$ cat src/rtl/record_frame_byte_stuffer_top_macros.svh
// Assertion macros for the record frame byte stuffer.
// Included by RTL files that carry concurrent checks; needs no other file.
`ifndef RECORD_FRAME_BYTE_STUFFER_TOP_MACROS_SVH
`define RECORD_FRAME_BYTE_STUFFER_TOP_MACROS_SVH
`ifndef SYNTHESIS
// Check a property on every rising edge outside reset.
`define RFBS_ASSERT(lbl, clk, rst_n, prop, msg) \
	lbl: assert property (@(posedge clk) disable iff (!rst_n) prop) else $error(msg);
// Check a property on every rising edge, reset included.
`define RFBS_ASSERT_ALWAYS(lbl, clk, prop, msg) \
	lbl: assert property (@(posedge clk) prop) else $error(msg);
`else
`define RFBS_ASSERT(lbl, clk, rst_n, prop, msg)
`define RFBS_ASSERT_ALWAYS(lbl, clk, prop, msg)
`endif
`endif

$ cat src/rtl/rfbs_pkg.sv
// Shared types and constants of the record frame byte stuffer.
// No dependencies; every other RTL file except the macro header uses it.
package rfbs_pkg;

	typedef logic [7:0]  byte_t;
	typedef logic [15:0] word_t;

	localparam int RFBS_LANES = 7;

	localparam byte_t FLAG_BYTE = 8'h7E;
	localparam byte_t ESC_BYTE  = 8'h7D;
	localparam byte_t ESC_XOR   = 8'h20;

	// Serializer position: opening flag, one slot per lane, closing flag.
	typedef logic [3:0] pos_t;
	typedef logic [2:0] lane_idx_t;

	localparam pos_t POS_OPEN = 4'd0;
	localparam pos_t POS_LAST = 4'(RFBS_LANES + 1);

	// What one lane found for its payload byte.
	typedef struct packed {
		logic  esc;
		byte_t first;
		byte_t second;
	} lane_res_t;

endpackage

$ cat src/rtl/rfbs_rec_if.sv
// Record channel: valid/ready handshake carrying one command record.
// Depends on rfbs_pkg.
interface rfbs_rec_if;
	logic                   valid;
	logic                   ready;
	rfbs_pkg::word_t        trans_id;
	rfbs_pkg::byte_t        op_code;
	rfbs_pkg::word_t        target_addr;
	logic signed [15:0]     payload;

	modport source (output valid, trans_id, op_code, target_addr, payload, input ready);
	modport sink   (input valid, trans_id, op_code, target_addr, payload, output ready);
endinterface

$ cat src/rtl/rfbs_byte_if.sv
// Byte channel: valid/ready handshake carrying one frame byte and its end mark.
// Depends on rfbs_pkg.
interface rfbs_byte_if;
	logic            valid;
	logic            ready;
	rfbs_pkg::byte_t out_byte;
	logic            frame_end;

	modport source (output valid, out_byte, frame_end, input ready);
	modport sink   (input valid, out_byte, frame_end, output ready);
endinterface

$ cat src/rtl/record_frame_byte_stuffer_top.sv
// Channel   Dir  Handshake      Payload
// rec       in   valid/ready    trans_id, op_code, target_addr, payload
// frame     out  valid/ready    out_byte, frame_end
//
// A record turns into 9 to 16 frame bytes, one byte per cycle on frame while
// frame is ready, so the merge serializer sets the sustained input rate. Seven
// lanes classify the payload bytes in the cycle a record is accepted. The
// opening flag is offered once the record has passed the holding stage
// (valid_s1) and the merge stage has taken it (busy_q). Reset clears the valid
// flags and the serializer position; the data registers keep their contents.
// Back pressure on frame holds the current byte; the holding stage takes a new
// record while a frame drains.
// Depends on rfbs_pkg, rfbs_rec_if, rfbs_byte_if, rfbs_lane and rfbs_merge.
module record_frame_byte_stuffer_top (
	input  logic       clk,
	input  logic       arst_n,
	rfbs_rec_if.sink   rec,
	rfbs_byte_if.source frame
);
	import rfbs_pkg::*;

	byte_t     body [RFBS_LANES];
	lane_res_t lane_res [RFBS_LANES];
	lane_res_t lanes_s1 [RFBS_LANES];
	logic      valid_s1;
	logic      take;
	logic      rec_fire;

	// Little-endian byte order of the record body.
	assign body[0] = rec.trans_id[7:0];
	assign body[1] = rec.trans_id[15:8];
	assign body[2] = rec.op_code;
	assign body[3] = rec.target_addr[7:0];
	assign body[4] = rec.target_addr[15:8];
	assign body[5] = rec.payload[7:0];
	assign body[6] = rec.payload[15:8];

	// One stuffing lane per payload byte.
	for (genvar g = 0; g < RFBS_LANES; g++) begin : g_lane
		rfbs_lane u_lane (
			.body (body[g]),
			.res  (lane_res[g])
		);
	end

	// Holding stage: accept when empty or when the serializer drains it now.
	assign rec.ready = !valid_s1 || take;
	assign rec_fire  = rec.valid && rec.ready;

	always_ff @(posedge clk) begin
		if (rec_fire) begin
			lanes_s1 <= lane_res;
		end
	end

	always_ff @(posedge clk or negedge arst_n) begin
		if (!arst_n) begin
			valid_s1 <= 1'b0;
		end else if (rec_fire) begin
			valid_s1 <= 1'b1;
		end else if (take) begin
			valid_s1 <= 1'b0;
		end
	end

	// Merge the lane results into the outgoing byte stream.
	rfbs_merge u_merge (
		.clk         (clk),
		.arst_n      (arst_n),
		.lanes       (lanes_s1),
		.lanes_valid (valid_s1),
		.lanes_take  (take),
		.frame       (frame)
	);
endmodule

$ cat src/rtl/rfbs_lane.sv
// One stuffing lane: classifies a payload byte and prepares its wire bytes.
// Depends on rfbs_pkg.
module rfbs_lane (
	input  rfbs_pkg::byte_t   body,
	output rfbs_pkg::lane_res_t res
);
	import rfbs_pkg::*;

	logic hit;

	assign hit = (body == FLAG_BYTE) || (body == ESC_BYTE);

	always_comb begin
		res.esc    = hit;
		res.first  = hit ? ESC_BYTE : body;
		res.second = body ^ ESC_XOR;
	end
endmodule

$ cat src/rtl/rfbs_merge.sv
// Merge stage: walks the lane results of one record and sends the stuffed frame.
// Depends on rfbs_pkg, rfbs_byte_if and the assertion macro header.
`include "record_frame_byte_stuffer_top_macros.svh"
module rfbs_merge (
	input  logic                clk,
	input  logic                arst_n,
	input  rfbs_pkg::lane_res_t lanes [rfbs_pkg::RFBS_LANES],
	input  logic                lanes_valid,
	output logic                lanes_take,
	rfbs_byte_if.source         frame
);
	import rfbs_pkg::*;

	lane_res_t lanes_q [RFBS_LANES];
	pos_t      pos_q;
	logic      half_q;
	logic      busy_q;

	lane_idx_t idx;
	lane_res_t cur;
	logic      in_body;
	logic      fire;
	logic      at_last;
	logic      last_fire;

	assign in_body   = (pos_q != POS_OPEN) && (pos_q != POS_LAST);
	assign idx       = lane_idx_t'(pos_q - 4'd1);
	assign cur       = lanes_q[in_body ? idx : '0];
	assign fire      = frame.valid && frame.ready;
	assign at_last   = (pos_q == POS_LAST);
	assign last_fire = fire && at_last;

	// Take the next record when idle or as the closing flag leaves.
	assign lanes_take = lanes_valid && (!busy_q || (fire && at_last));

	always_comb begin
		frame.valid     = busy_q;
		frame.frame_end = at_last;
		if (!in_body) begin
			frame.out_byte = FLAG_BYTE;
		end else if (half_q) begin
			frame.out_byte = cur.second;
		end else begin
			frame.out_byte = cur.first;
		end
	end

	always_ff @(posedge clk) begin
		if (lanes_take) begin
			lanes_q <= lanes;
		end
	end

	always_ff @(posedge clk or negedge arst_n) begin
		if (!arst_n) begin
			busy_q <= 1'b0;
			pos_q  <= POS_OPEN;
			half_q <= 1'b0;
		end else if (lanes_take) begin
			busy_q <= 1'b1;
			pos_q  <= POS_OPEN;
			half_q <= 1'b0;
		end else if (fire) begin
			if (at_last) begin
				busy_q <= 1'b0;
				pos_q  <= POS_OPEN;
				half_q <= 1'b0;
			end else if (in_body && cur.esc && !half_q) begin
				half_q <= 1'b1;
			end else begin
				half_q <= 1'b0;
				pos_q  <= pos_q + 4'd1;
			end
		end
	end

	`RFBS_ASSERT(a_half_in_body, clk, arst_n, half_q |-> in_body, "escape half outside payload")
	`RFBS_ASSERT(a_frame_continues, clk, arst_n, fire && !at_last |=> busy_q, "frame cut short")
	`RFBS_ASSERT(a_idle_after_end, clk, arst_n, last_fire && !lanes_valid |=> !busy_q, "busy with no record")
	`RFBS_ASSERT_ALWAYS(a_pos_bound, clk, !arst_n || pos_q <= POS_LAST, "position past closing flag")
endmodule
$ cat src/flat_wrapper.sv
// flat-port wrapper written by rule: the top's interface ports become plain ports
module record_frame_byte_stuffer_top_flat import rfbs_pkg::*;
  (clk, arst_n, rec_valid, rec_trans_id, rec_op_code, rec_target_addr, rec_payload, rec_ready, frame_valid, frame_out_byte, frame_frame_end, frame_ready);
  rfbs_rec_if rec_i ();
  rfbs_byte_if frame_i ();
  input  logic clk;
  input  logic arst_n;
  input wire logic [$bits(rec_i.valid)-1:0] rec_valid;
  input wire logic [$bits(rec_i.trans_id)-1:0] rec_trans_id;
  input wire logic [$bits(rec_i.op_code)-1:0] rec_op_code;
  input wire logic [$bits(rec_i.target_addr)-1:0] rec_target_addr;
  input wire logic [$bits(rec_i.payload)-1:0] rec_payload;
  output wire logic [$bits(rec_i.ready)-1:0] rec_ready;
  output wire logic [$bits(frame_i.valid)-1:0] frame_valid;
  output wire logic [$bits(frame_i.out_byte)-1:0] frame_out_byte;
  output wire logic [$bits(frame_i.frame_end)-1:0] frame_frame_end;
  input wire logic [$bits(frame_i.ready)-1:0] frame_ready;
  assign rec_i.valid = rec_valid;
  assign rec_i.trans_id = rec_trans_id;
  assign rec_i.op_code = rec_op_code;
  assign rec_i.target_addr = rec_target_addr;
  assign rec_i.payload = rec_payload;
  assign rec_ready = rec_i.ready;
  assign frame_valid = frame_i.valid;
  assign frame_out_byte = frame_i.out_byte;
  assign frame_frame_end = frame_i.frame_end;
  assign frame_i.ready = frame_ready;
  record_frame_byte_stuffer_top u_core (.clk(clk), .arst_n(arst_n), .rec(rec_i), .frame(frame_i));
endmodule
$ cat config.mk
export PLATFORM = sky130hd
export DESIGN_NAME = record_frame_byte_stuffer_top_flat
export DESIGN_NICKNAME = d
export VERILOG_FILES = /design/src/rtl/rfbs_pkg.sv /design/src/rtl/rfbs_rec_if.sv /design/src/rtl/rfbs_byte_if.sv /design/src/rtl/record_frame_byte_stuffer_top.sv /design/src/rtl/rfbs_lane.sv /design/src/rtl/rfbs_merge.sv /design/src/flat_wrapper.sv
export VERILOG_INCLUDE_DIRS = /design/src /design/src/rtl
export SDC_FILE = /design/constraint.sdc
export NUM_CORES = 1
export LEC_CHECK = 0
export ABC_AREA = 1
export BUFFER_PORTS_ARGS = -buffer_cell sky130_fd_sc_hd__buf_2
export CAP_MARGIN = 20
export CORE_AREA = 2 2 133 135
export CTS_BUF_LIST = sky130_fd_sc_hd__clkbuf_8
export CTS_CLUSTER_DIAMETER = 60
export DETAILED_ROUTE_END_ITERATION = 8
export DIE_AREA = 0 0 135 137
export GPL_TIMING_DRIVEN = 0
export PLACE_DENSITY = 0.78
export SETUP_SLACK_MARGIN = 0.02
export SLEW_MARGIN = 40
export SYNTH_ARGS = -nofsm -noshare
export SYNTH_HDL_FRONTEND = slang
export SYNTH_HIERARCHICAL = 1
export SYNTH_SLANG_ARGS = --single-unit
export TNS_END_PERCENT = 5
$ cat constraint.sdc
create_clock -name clk -period 30.5 [get_ports clk]
set_clock_uncertainty 0.15 [all_clocks]
set_input_delay 4.575 -clock clk [delete_from_list [all_inputs] [get_ports clk]]
set_output_delay 4.575 -clock clk [all_outputs]
set_load 0.03 [all_outputs]
-- Word level (Yosys, flattened, before mapping)
Index checks and enable logic that the tools add are counted.
- flip-flop bits (word level): 245
- bits of input ports: 60
- output and inout bits: 11
- word-level logic and storage cells: 118
- $add $sub $neg: 2
- $lt $le $gt $ge: 1
- equal/unequal tests: 17
- muxes and demuxes: 19
- bitwise gates (word level): 8
- reduce and logical (&&, ||, !) cells: 25
- operators by type and width (kind ; number):
    8-bit by 7-bit == test with 1-bit output, second input constant ; 14
    17-bit binary-select mux with 3-bit select ; 1
    17-bit 2-to-1 mux ; 2
    4-bit 2-to-1 mux ; 4
    8-bit 2-to-1 mux ; 2
    1-bit logical OR ; 9
    1-bit 2-to-1 mux ; 9
    1-bit logical AND ; 7
    1-bit NOT ; 7
    2-bit nonzero test ; 3
    4-bit by 1-bit adder with 4-bit output, second input constant ; 1
    4-bit == test, second input constant ; 1
    4-bit greater-or-equal comparator, second input constant ; 1
    4-bit != test, second input constant ; 1
    3-bit NOT with 4-bit output ; 1
    2-bit AND reduction ; 2
    4-bit nonzero test ; 1
    1-bit zero test ; 3
    3-bit 2-to-1 mux ; 1
    3-bit by 2-bit != test with 1-bit output, second input constant ; 1
    3-bit by 1-bit subtractor with 3-bit output, second input constant ; 1

-- Depth between registers and ports, before layout
- word-level depth: 13
- gate-level depth with buffers: 14
- mapped depth without buffers: 12

-- Hierarchy
Netlist, hierarchy kept.
- by module, submodules not included (module ; times used ; cells an instance ; area each (um^2) ; seq. area each (um^2)):
    rfbs_merge ; 1 ; 445 ; 5273.8 ; 3723.6
    record_frame_byte_stuffer_top ; 1 ; 125 ; 3618.5 ; 3598.5
    rfbs_lane ; 7 ; 27 ; 158.9 ; 0.0

-- Worst setup path before layout
Ideal clock, no wire load.
- kind: input to register
- from: input frame_ready
- to: register u_core/lanes_s1[0] (netlist bit) (enable)
- setup time: 636 ps
- data arrival time: 16921 ps
- required time: 29714 ps
- setup slack: 12794 ps
- stages on the path: 4
- buffers on the path: 0
- path through: nand4_1 a21oi_1 inv_1 a21oi_1
- cells in the longest elaborated chain, start to end: 6
- ends and longest elaborated chain (element ; RTL line ; RTL):
    from (decl) ; flat_wrapper.sv:17 ; input wire logic [$bits(frame_i.ready)-1:0] frame_ready;
    1-bit logical AND ; rfbs_merge.sv:29 ; assign fire = frame.valid && frame.ready;
    1-bit logical AND ; rfbs_merge.sv:34 ; assign lanes_take = lanes_valid && (!busy_q || (fire && at_last));
    1-bit logical OR ; rfbs_merge.sv:34 ;
    1-bit logical AND ; rfbs_merge.sv:34 ;
    named net u_core.take ; record_frame_byte_stuffer_top.sv:26 ; logic take;
    1-bit logical OR ; record_frame_byte_stuffer_top.sv:47 ; assign rec.ready = !valid_s1 || take;
    1-bit logical AND ; record_frame_byte_stuffer_top.sv:48 ; assign rec_fire = rec.valid && rec.ready;
    named net u_core.rec_fire ; record_frame_byte_stuffer_top.sv:27 ; logic rec_fire;
    to (signal assigned) ; record_frame_byte_stuffer_top.sv:52 ; lanes_s1 <= lane_res;
    to (decl) ; record_frame_byte_stuffer_top.sv:24 ; lane_res_t lanes_s1 [RFBS_LANES];
The timed path passes the listed nets, and every way through them passes these cells.
A chain may end at the register's enable or synchronous reset.

-- Worst setup path after layout
- from: input frame_ready
- to: output rec_ready
- cells in the longest elaborated chain, start to end: 5
- ends and longest elaborated chain (element ; RTL line ; RTL):
    1-bit logical AND ; rfbs_merge.sv:29 ;
    1-bit logical AND ; rfbs_merge.sv:34 ;
    1-bit logical OR ; rfbs_merge.sv:34 ;
    1-bit logical AND ; rfbs_merge.sv:34 ;
    named net u_core.take ; record_frame_byte_stuffer_top.sv:26 ;
    1-bit logical OR ; record_frame_byte_stuffer_top.sv:47 ;
    to (decl) ; flat_wrapper.sv:13 ; output wire logic [$bits(rec_i.ready)-1:0] rec_ready;
The timed path passes the listed nets, and every way through them passes these cells.

==> results.md <==
Run status:
- The flow ran to the end, and the final reports show no timing, DRC or antenna violations.

Pwr:
- Combinational cells account for 35.5% of the total power.
- The net switching component of the power is 377 µW.
- Summed over all cells, the static leakage comes to 4.50 nW.
- The switching part of the total power is 37.0%.
- The worst supply voltage drop on vdd is 0.0000772 V.
- In this run, the clock network consumes 24.5% of the power.
- The internal power consumption is 643 µW.
- In this run, flip-flops and latches consume 40.0% of the power.
- The power per cell area is 87.7 nW/µm².

STA:
- Adding up every negative setup slack in the final design gives 0 ns.
- Setup repair after global routing left no endpoint under its margin.
- For the pin with the worst max-slew slack, the measured transition is 0.609 ns.
- The highest clock rate is 97.5 MHz.
- Of the available clock period, the critical path in the final layout requires 33.6%.
- The final number of hold-violating endpoints came to 0.
- The setup-violating endpoint count in the final report is 0.
- The post-layout minimum cycle time is 10.26 ns.
- The number of max-slew violations in the final report came to 0.
- Measured against its own limit, the worst slew margin works out to 59.4%.

Global route:
- The total routing usage reported by global routing is 21.7%.
- The initial antenna violation count is 0.
- After global routing the overflow that remains totals 0.
- The wire length of the first global-routing pass is 29600 µm.
- The largest net degree at the start of global routing is 20.
- The number of global-route vias before repair came to 5876.

Synth:
- The proportion of netlist area held by the largest area contributor is 71.4%.
- In the synthesized netlist, the number of instances is 759.
- The count of unique library cells instantiated by Yosys is 30.
- Ranked by total cell area, the synthesized netlist is headed by sky130_fd_sc_hd__edfxtp_1 (71%), sky130_fd_sc_hd__nand2_1 (5.3%), sky130_fd_sc_hd__buf_4 (4.4%).
- The Yosys step of the flow raised 6 warnings.
- The share of the Yosys chip area taken by registers is 73.2%.
- The total nets after synthesis is 821.
- The biggest area contributor in the post-synthesis netlist is sky130_fd_sc_hd__edfxtp_1.
- The combined area of all synthesized cells is 10000 µm².
- Each instance of the synthesized netlist takes up on average 13.2 µm².
- After synthesis the netlist holds a flip-flop and latch count of 245.

Worst setup path:
- Counting both buffers and inverters, the worst setup path holds a total of 3.
- The endpoint type of the worst setup path is a primary output.
- Data on the critical path is required at its endpoint by 25.78 ns.
- The critical path launch point type is an input pin.
- Walking the worst path, the cells encountered are buf_2 -> nand4_1 -> a21oi_4 -> inv_1 -> nand2_1 -> buf_2.
- Among the stages of the critical path, the cell type that occurs most often is sky130_fd_sc_hd__buf_2.
- Broken down by cell family, the worst path's largest delay share belongs to buffers and inverters.
- The worst path arrival time is 5.53 ns.
- The worst setup path category is in2out.
- The maximum fanout count along the critical path is 5.
- The slowest stage of the critical path belongs to the cell sky130_fd_sc_hd__a21oi_4.
- In this design, the stage delay of the slowest critical-path cell is 0.28 ns.

Clock tree:
- Once the clock tree was built, the resizer swapped 0 gates to a different size.
- Buffers added to address setup during post-CTS repair amount to 0.
- The clock passes through at most 3 buffers.
- The clock transition at the registers of the reported paths is 0.06 ns.
- The H-tree was split into 2 levels.
- TritonCTS built the clock tree.
- Buffers inserted to repair hold after CTS numbered 0.
- Clock tree synthesis selected as its root buffer the cell sky130_fd_sc_hd__clkbuf_8.
- The clock reaches the later pin of the worst-skew pair after 0.53 ns.
- The number of buffers created by CTS is 40.
- The number of clock sinks is 245.

Detailed routing:
- In the routed design, unresolved DRC markers number 0.
- The antenna violation net count after detailed routing is 0.
- The final route contains 5882 vias.
- In this run, the number of DRC markers left after iteration 0 of detailed routing was 568.
- For this run, the detailed router's first-pass iteration total came to 5.
- The vias per cell is 5.17.
- In the final routed layout, each cell accounts on average for 16.8 µm.
- The routed design has 19100 µm of wire.

Die:
- The number of ports placed on the die boundary is 71.
- The effective utilization at floorplan is 58.7%.
- The core box area is 17100 µm².
- The floorplan step set the die width to 135 µm.
- The height of the die is 137 µm.
- The die covers 18500 µm².
- The number of standard-cell rows in the floorplan is 48.

Place:
- Routability-driven placement finished with a final weighted congestion of 1.03.
- The number of input and output port buffers inserted is 70.
- The total half-perimeter wirelength after legalization and detailed placement is 13900 µm.
- The number of placed instances, taps included, is 1071.

Final layout:
- The top cell types in the final layout, fill and taps aside, are sky130_fd_sc_hd__edfxtp_1 (238), sky130_fd_sc_hd__nand2_1 (141), sky130_fd_sc_hd__buf_2 (78).
- The leading cell type in the layout, fill and taps excluded is sky130_fd_sc_hd__edfxtp_1.
- The final non-filler cell total is 1137.
- The net count of the finished layout is 950.
- The repair_antennas step left the layout with diodes totalling 0.
- The number of fillers in the final layout is 1190.
- Cells with a size suffix above 1 make up 28.8% of the layout.
- The area growth from synthesis to layout is 16.3%.

Min path:
- The path class of the tightest hold or removal check is reg2reg.

Flow run:
- Max-cap violations in this run came to 0.
## Yosys cell counts
library cell and instances:
sky130_fd_sc_hd__edfxtp_1 238, sky130_fd_sc_hd__nand2_1 141, sky130_fd_sc_hd__buf_4 59, sky130_fd_sc_hd__nand3_1 59, sky130_fd_sc_hd__inv_1 55, sky130_fd_sc_hd__clkbuf_1 43
sky130_fd_sc_hd__nor2_1 28, sky130_fd_sc_hd__o21ai_0 19, sky130_fd_sc_hd__inv_2 18, sky130_fd_sc_hd__o21ai_1 10, sky130_fd_sc_hd__nand3_2 9, sky130_fd_sc_hd__nor2_2 9
sky130_fd_sc_hd__buf_2 8, sky130_fd_sc_hd__dfrtp_1 7, sky130_fd_sc_hd__nand4_4 7, sky130_fd_sc_hd__a21oi_1 6, sky130_fd_sc_hd__o211ai_1 6, sky130_fd_sc_hd__o211ai_2 6
sky130_fd_sc_hd__o21a_1 6, sky130_fd_sc_hd__o22ai_1 6, sky130_fd_sc_hd__buf_6 5, sky130_fd_sc_hd__nand2_2 3, sky130_fd_sc_hd__buf_1 2, sky130_fd_sc_hd__ha_1 2
sky130_fd_sc_hd__nor3_1 2, sky130_fd_sc_hd__nand2_4 1, sky130_fd_sc_hd__nand4_1 1, sky130_fd_sc_hd__nor2_4 1, sky130_fd_sc_hd__or2_2 1, sky130_fd_sc_hd__xor2_1 1
## worst reg2reg max path, delay by kind of cell (launching register included)
family,cells,cell delay [ns]
buffers and inverters,8,1.76
and+or+nand+nor,1,0.21
AOI/OAI and AO/OA,2,0.65
DFF,1,0.49
adders and majority gates,1,0.38
## layout make-up
cell class / instances / area, µm² / share of cell area (%)
clock inverter: 26 / 144 / 1.24
sequential: 245 / 7320 / 62.9
clock buffer: 40 / 551 / 4.73
inverter: 73 / 274 / 2.35
tap: 225 / 282 / 2.42
buffer: 117 / 708 / 6.08
multi-input combinational: 324 / 1720 / 14.8
timing repair buffer: 87 / 636 / 5.46
## final timing paths
path / from / to / slack (ns) / cells past startpoint
max in group asynchronous: arst_n / u_core/u_merge/frame.valid$_DFFE_PN0P_ / 26.30 / 1
setup reg to reg: u_core/u_merge/pos_q[0]$_DFFE_PN0P_ / u_core/lanes_s1[115]$_DFFE_PP_ / 26.57 / 12
hold reg to reg: u_core/lanes_s1[95]$_DFFE_PP_ / u_core/u_merge/lanes_q[95]$_DFFE_PN_ / 0.26 / 0
min in group asynchronous: arst_n / u_core/u_merge/pos_q[3]$_DFFE_PN0P_ / 3.73 / 1
hold / removal: u_core/lanes_s1[95]$_DFFE_PP_ / u_core/u_merge/lanes_q[95]$_DFFE_PN_ / 0.26 / 0
setup / recovery: frame_ready / rec_ready / 20.24 / 6
## flip-flops by register name (all words and copies together), names as in the netlist
register,count
u_core/u_merge/half_q,1
u_core/u_merge/frame.valid,1
u_core/u_merge/lanes_q,119
u_core/u_merge/pos_q,4
u_core/lanes_s1,119
u_core/valid_s1,1
## stage by stage
stage	hold slack [ns]	util [%]	setup slack (ns)	total power, mW	instance area (µm²)
after global placement	0.251	62.4	7.82	0.761	10600
after floorplan	0.250	-	12.79	0.656	10000
final	0.263	68.2	20.24	1.02	11600
after CTS	0.264	68.2	20.24	1.02	11600
after detailed placement	0.255	64.2	20.26	0.770	10900
after global routing	0.271	68.2	20.16	1.07	11600
## metal layers
metal | GRT usage, % | part of all wire, %
met5 | 0 | 0
met4 | 8.97 | 3.0
met3 | 5.33 | 7.8
met2 | 37.1 | 50
met1 | 26.6 | 39
## logic make-up after synthesis
| kind of cell | share of synthesized area [%] |
|---|---|
| XOR/XNOR | 0.0876 |
| AO/OA/AOI/OAI | 3.78 |
| adder cells (fa/ha/maj) | 0.250 |
| buffers and inverters | 9.82 |
| flip-flops | 73.2 |
| AND/OR/NAND/NOR | 12.9 |
## power groups by stage
stage          Clock, mW  Combinational, mW  Sequential (mW)
3_3_place_gp           0              0.337            0.424
5_1_grt            0.270              0.392            0.410
3_5_place_dp           0              0.355            0.415
2_1_floorplan          0              0.239            0.418
4_1_cts            0.257              0.357            0.408
6_report           0.250              0.362            0.409
No activity file was read; power rests on OpenSTA's default activity.
